`config.mk`:
```
export PLATFORM = sky130hd
export DESIGN_NAME = sdff_ctrl
export DESIGN_NICKNAME = d
export VERILOG_FILES = /design/src/design/sdff_pkg.sv /design/src/design/sdff_ctrl.sv
export SDC_FILE = /design/constraint.sdc
export NUM_CORES = 1
export LEC_CHECK = 0
export BUFFER_PORTS_ARGS = -buffer_cell sky130_fd_sc_hd__buf_2
export CAP_MARGIN = 20
export CELL_PAD_IN_SITES_DETAIL_PLACEMENT = 0
export CELL_PAD_IN_SITES_GLOBAL_PLACEMENT = 2
export CORE_AREA = 2 2 39 41
export DETAILED_ROUTE_END_ITERATION = 6
export DIE_AREA = 0 0 41 43
export PLACE_DENSITY = 0.64
export SLEW_MARGIN = 40
export SYNTH_ARGS = -nofsm -noshare
export SYNTH_HDL_FRONTEND = slang
export SYNTH_SLANG_ARGS = --single-unit
```
`constraint.sdc`:
```
create_clock -name i_clk -period 0.8 [get_ports i_clk]
set_clock_uncertainty 0.1 [all_clocks]
set_input_delay 0.16 -clock i_clk [delete_from_list [all_inputs] [get_ports i_clk]]
set_output_delay 0.16 -clock i_clk [all_outputs]
set_load 0.01 [all_outputs]
```
`src/design/sdff_pkg.sv`:
```
package sdff_pkg;

    // Largest field the formatter produces, in characters.
    localparam int MAX_FIELD = 64;
    // Width of a character count that can hold MAX_FIELD itself.
    localparam int CNT_W = $clog2(MAX_FIELD + 1);
    // Most decimal digits of a 32-bit magnitude.
    localparam int DIG_N = 10;
    localparam int NDIG_W = $clog2(DIG_N + 1);
    localparam int PREC_W = 6;
    localparam logic [PREC_W-1:0] PREC_MAX = PREC_W'(MAX_FIELD - 1);

    // Reciprocal of ten for a divide by multiply: q = (x * RECIP10) >> 35.
    localparam logic [31:0] RECIP10 = 32'hCCCC_CCCD;
    localparam int RECIP10_SHIFT = 35;

    localparam logic [7:0] ASCII_ZERO  = 8'h30;
    localparam logic [7:0] ASCII_MINUS = 8'h2D;
    localparam logic [7:0] ASCII_PLUS  = 8'h2B;
    localparam logic [7:0] ASCII_SPACE = 8'h20;

    typedef struct packed {
        logic load;
        logic conv_step;
        logic plan;
        logic emit;
    } t_cmd;

    typedef struct packed {
        logic conv_done;
        logic plan_empty;
        logic out_free;
        logic emit_last;
    } t_status;

endpackage

```
`src/design/sdff_ctrl.sv`:
```
module sdff_ctrl (
    input  logic                i_clk,
    input  logic                i_rst_n,
    input  logic                i_valid,
    output logic                o_ready,
    input  sdff_pkg::t_status   i_status,
    output sdff_pkg::t_cmd      o_cmd
);

    typedef enum logic [1:0] {
        S_IDLE,
        S_CONV,
        S_PLAN,
        S_EMIT
    } t_state;

    t_state r_state;

    always_ff @(posedge i_clk) begin
        if (!i_rst_n) begin
            r_state <= S_IDLE;
        end else begin
            unique case (r_state)
                S_IDLE: begin
                    if (i_valid) begin
                        r_state <= S_CONV;
                    end
                end
                S_CONV: begin
                    if (i_status.conv_done) begin
                        r_state <= S_PLAN;
                    end
                end
                S_PLAN: begin
                    // An empty field ends the request with no characters.
                    r_state <= i_status.plan_empty ? S_IDLE : S_EMIT;
                end
                S_EMIT: begin
                    if (i_status.out_free && i_status.emit_last) begin
                        r_state <= S_IDLE;
                    end
                end
                default: begin
                    r_state <= S_IDLE;
                end
            endcase
        end
    end

    always_comb begin
        o_cmd.load = (r_state == S_IDLE) && i_valid;
        o_cmd.conv_step = (r_state == S_CONV) && !i_status.conv_done;
        o_cmd.plan = (r_state == S_PLAN);
        o_cmd.emit = (r_state == S_EMIT) && i_status.out_free;
    end

    assign o_ready = (r_state == S_IDLE);

endmodule

```
==> summary by stage <==
Status
The flow ran to the end, but the final reports show violations. The final reports fail on negative setup slack.

Synth
The count of distinct cell types in the synthesized netlist is 14. Synthesis produced a netlist with a net count of 24. The largest area contributor in the netlist is sky130_fd_sc_hd__dfxtp_1. The synthesized instance count is 17.

Of the synthesized area, sequential elements account for 0.264. The combined area of all synthesized cells is 151 µm². The synthesis warning total is 0.

The share of synthesized area in the top cell type comes to 0.264. In this run, synthesis produced a sequential element count of 2. In the post-synthesis netlist, the biggest area contributors are sky130_fd_sc_hd__dfxtp_1 26%, sky130_fd_sc_hd__o2111ai_2 9.9%, sky130_fd_sc_hd__nor3b_2 8.3%. The proportion of register bits with asynchronous set or reset after synthesis is 0. Counting flops with a built-in enable in the synthesized netlist gives 0. Among all flip-flop cells after synthesis, the most frequent one is sky130_fd_sc_hd__dfxtp_1. The average footprint of a synthesized cell is 8.91 µm². Ranked by instance count, the synthesized netlist is headed by 2 x sky130_fd_sc_hd__dfxtp_1, 2 x sky130_fd_sc_hd__inv_1, 2 x sky130_fd_sc_hd__o21ai_1.

Timing
For the final routed database, the setup TNS stands at -2490 ps. Setup violations remaining at the end of the flow were counted as 7. The max-slew headroom at the worst pin is 0.887.

Static timing analysis puts the maximum clock frequency at 0.848 GHz. The routed design could run at a clock period as short as 1180 ps. In the finished design, the share of the clock period the worst path needs comes to 1.47. Once routing completed, OpenROAD measured the worst setup slack at -379 ps. Across all hold checks on the routed design, the worst slack comes to 128 ps.

The hold violation total from the final report came to 0. Setup repair after global routing could not meet its margin everywhere. The transition time at the pin with the least slew margin is 169 ps. The total count of max-transition violations in the final report is 0.

Critical path
For the worst setup path, the data required time is 540 ps. The critical path in this run is classified as reg2out. The arrival time reported for the critical path endpoint is 920 ps.

The launching element type of the critical path is a flip-flop. Of all nets on the critical path, the largest fanout is 6. On the worst path, the slowest cell contributes a delay of 360 ps. The signal on the critical path passes through nor2_4 > and2_4 > buf_6. The worst setup path is captured at a primary output. Among all stages on the critical path, the largest delay is contributed by sky130_fd_sc_hd__dfxtp_4.

Cells and area
Ranked by flip-flop count, first place goes to r_state. The count of placed standard cells in the final layout, fillers left out is 53. The number of flip-flops in the largest register is 2. The largest registers in the layout are r_state x2. The number of nets in the final layout is 46. The fill cell instance count of the final layout is 158. 0 antenna diodes ended up in the layout. The synthesis-to-layout area growth is 130%.

Of the cells placed in the final design, the portion with a size suffix greater than 1 is 0.784.

Routing
In the final routed layout, each cell accounts on average for 8.42 µm. The post-route DRC violation count is 0. The detail route stage leaves a number of antenna-violating nets equal to 0. Wires add up to 446 µm.

The vias after detailed routing is 185. For this run, the detailed router's first-pass iteration total came to 1. The routed via count divided by cell count is 3.49. The DRC violation total after the first TritonRoute iteration is 0.

GRT
The number of global-route vias before repair was 170. The largest net degree at the start of global routing is 7. The global-route wire length before repair is 683 µm. In the global route stage, overall resource usage came out at 0.0621. The initial antenna violation count is 0. The final global-route overflow total is 0.

Clock network
At the later pin of the worst-skew pair, clock insertion delay measures 220 ps. TritonCTS built the clock tree. Hold repair after CTS inserted 0 buffers. CTS saw 2 sinks. Clock-pin slew was measured on the worst setup and hold paths at 30 ps. The H-tree level count is 1.

The clock root buffer is sky130_fd_sc_hd__clkbuf_4. Clock tree synthesis inserted a total of 3 buffers. No sink is reached through more buffers than the 2 on the longest clock path.

Placed design
The count of input and output buffers is 11. Timing analysis after detailed placement gives a worst setup slack of -329 ps. The number of instances in the placed design is 45. The final estimated routing congestion in global placement is 0.597.

Die
The effective utilization at floorplan is 0.109. The die area is 1760 µm². Pin placement for this block handled 12 I/O pins.

The number of placement rows is 14. In this run the horizontal extent of the chip is 41 µm. After floorplanning, the core was sized to cover 1380 µm².

The height of the die is 43 µm.

Hold path
The path type of the worst min-delay path is in2reg.

Pwr
In this run the static leakage power is 0.165 nW. Across the VDD grid, the largest voltage drop is 0.434 mV. The total power density per cell area is 1510 nW/µm².

Job
Across the run, the number of max-cap violations was 0.
## layout make-up
type	count	area [µm²]	share of cell area
clock buffer	3	22.5	0.0647
inverter	2	7.51	0.0216
multi-input combinational	12	116	0.335
sequential	2	47.5	0.137
tap	16	20.0	0.0576
timing repair buffer	18	134	0.385
## layout by cell type (no fill, tap or decap)
cell and instances:
sky130_fd_sc_hd__clkbuf_4 3, sky130_fd_sc_hd__nor2_4 1, sky130_fd_sc_hd__buf_2 8, sky130_fd_sc_hd__o2111ai_4 1, sky130_fd_sc_hd__nand2_1 1, sky130_fd_sc_hd__nor3b_2 1
sky130_fd_sc_hd__nor2b_1 1, sky130_fd_sc_hd__nand2b_1 1, sky130_fd_sc_hd__o21ai_1 2, sky130_fd_sc_hd__and2_4 1, sky130_fd_sc_hd__buf_4 5, sky130_fd_sc_hd__mux2i_1 1
sky130_fd_sc_hd__buf_6 5, sky130_fd_sc_hd__dfxtp_4 2, sky130_fd_sc_hd__and3_4 1, sky130_fd_sc_hd__inv_1 2, sky130_fd_sc_hd__nand3_2 1
## through the flow
step	instance area, µm²	power [mW]	utilization
6_report	348	0.524	0.251
5_1_grt	348	0.553	0.251
4_1_cts	314	0.509	0.227
3_5_place_dp	239	0.238	0.173
3_3_place_gp	239	0.239	0.173
2_1_floorplan	160	0.192	-
## critical path: cells and delay by family (launching register included)
kind / cells / cell delay (ps)
buffers and inverters: 1 / 90
and+or+nand+nor: 2 / 250
DFF: 1 / 360
## timing repair
action	4_1_cts	5_1_grt
pin swaps	2	1
endpoints found under the setup margin	7	7
resized for setup	7	3
buffers inserted	3	2
## metal layers
metal,up-vias,wire length (µm),track usage,share of wire
met5,-,0,0,0
met4,0,0,0.0600,0
met1,74,196,0.0796,0.44
li1,99,-,-,-
met2,12,176,0.0656,0.39
met3,0,72,0.0366,0.16
## where the power goes
part           leakage (nW)  switching [mW]  internal (mW)  total, mW
sequential           0.0178          0.0186          0.109      0.128
combinational         0.133          0.0636          0.115      0.178
clock                0.0138          0.0529          0.165      0.218
## path summary, 6_finish.rpt
path	slack (ps)	depth (start not counted)	to	from
min reg2reg	430	2	r_state[1]$_SDFFE_PN0P_	r_state[1]$_SDFFE_PN0P_
max reg2reg	-370	5	r_state[1]$_SDFFE_PN0P_	r_state[0]$_SDFFE_PN0P_
min	130	3	r_state[0]$_SDFFE_PN0P_	i_valid
max	-380	3	o_cmd[3]	r_state[0]$_SDFFE_PN0P_
## logic make-up after synthesis
family          share of synthesized area
simple gates                        0.380
mux                                0.0661
buf+inv                             0.124
flops                               0.264
compound gates                      0.165
No activity file was read; power rests on OpenSTA's default activity.
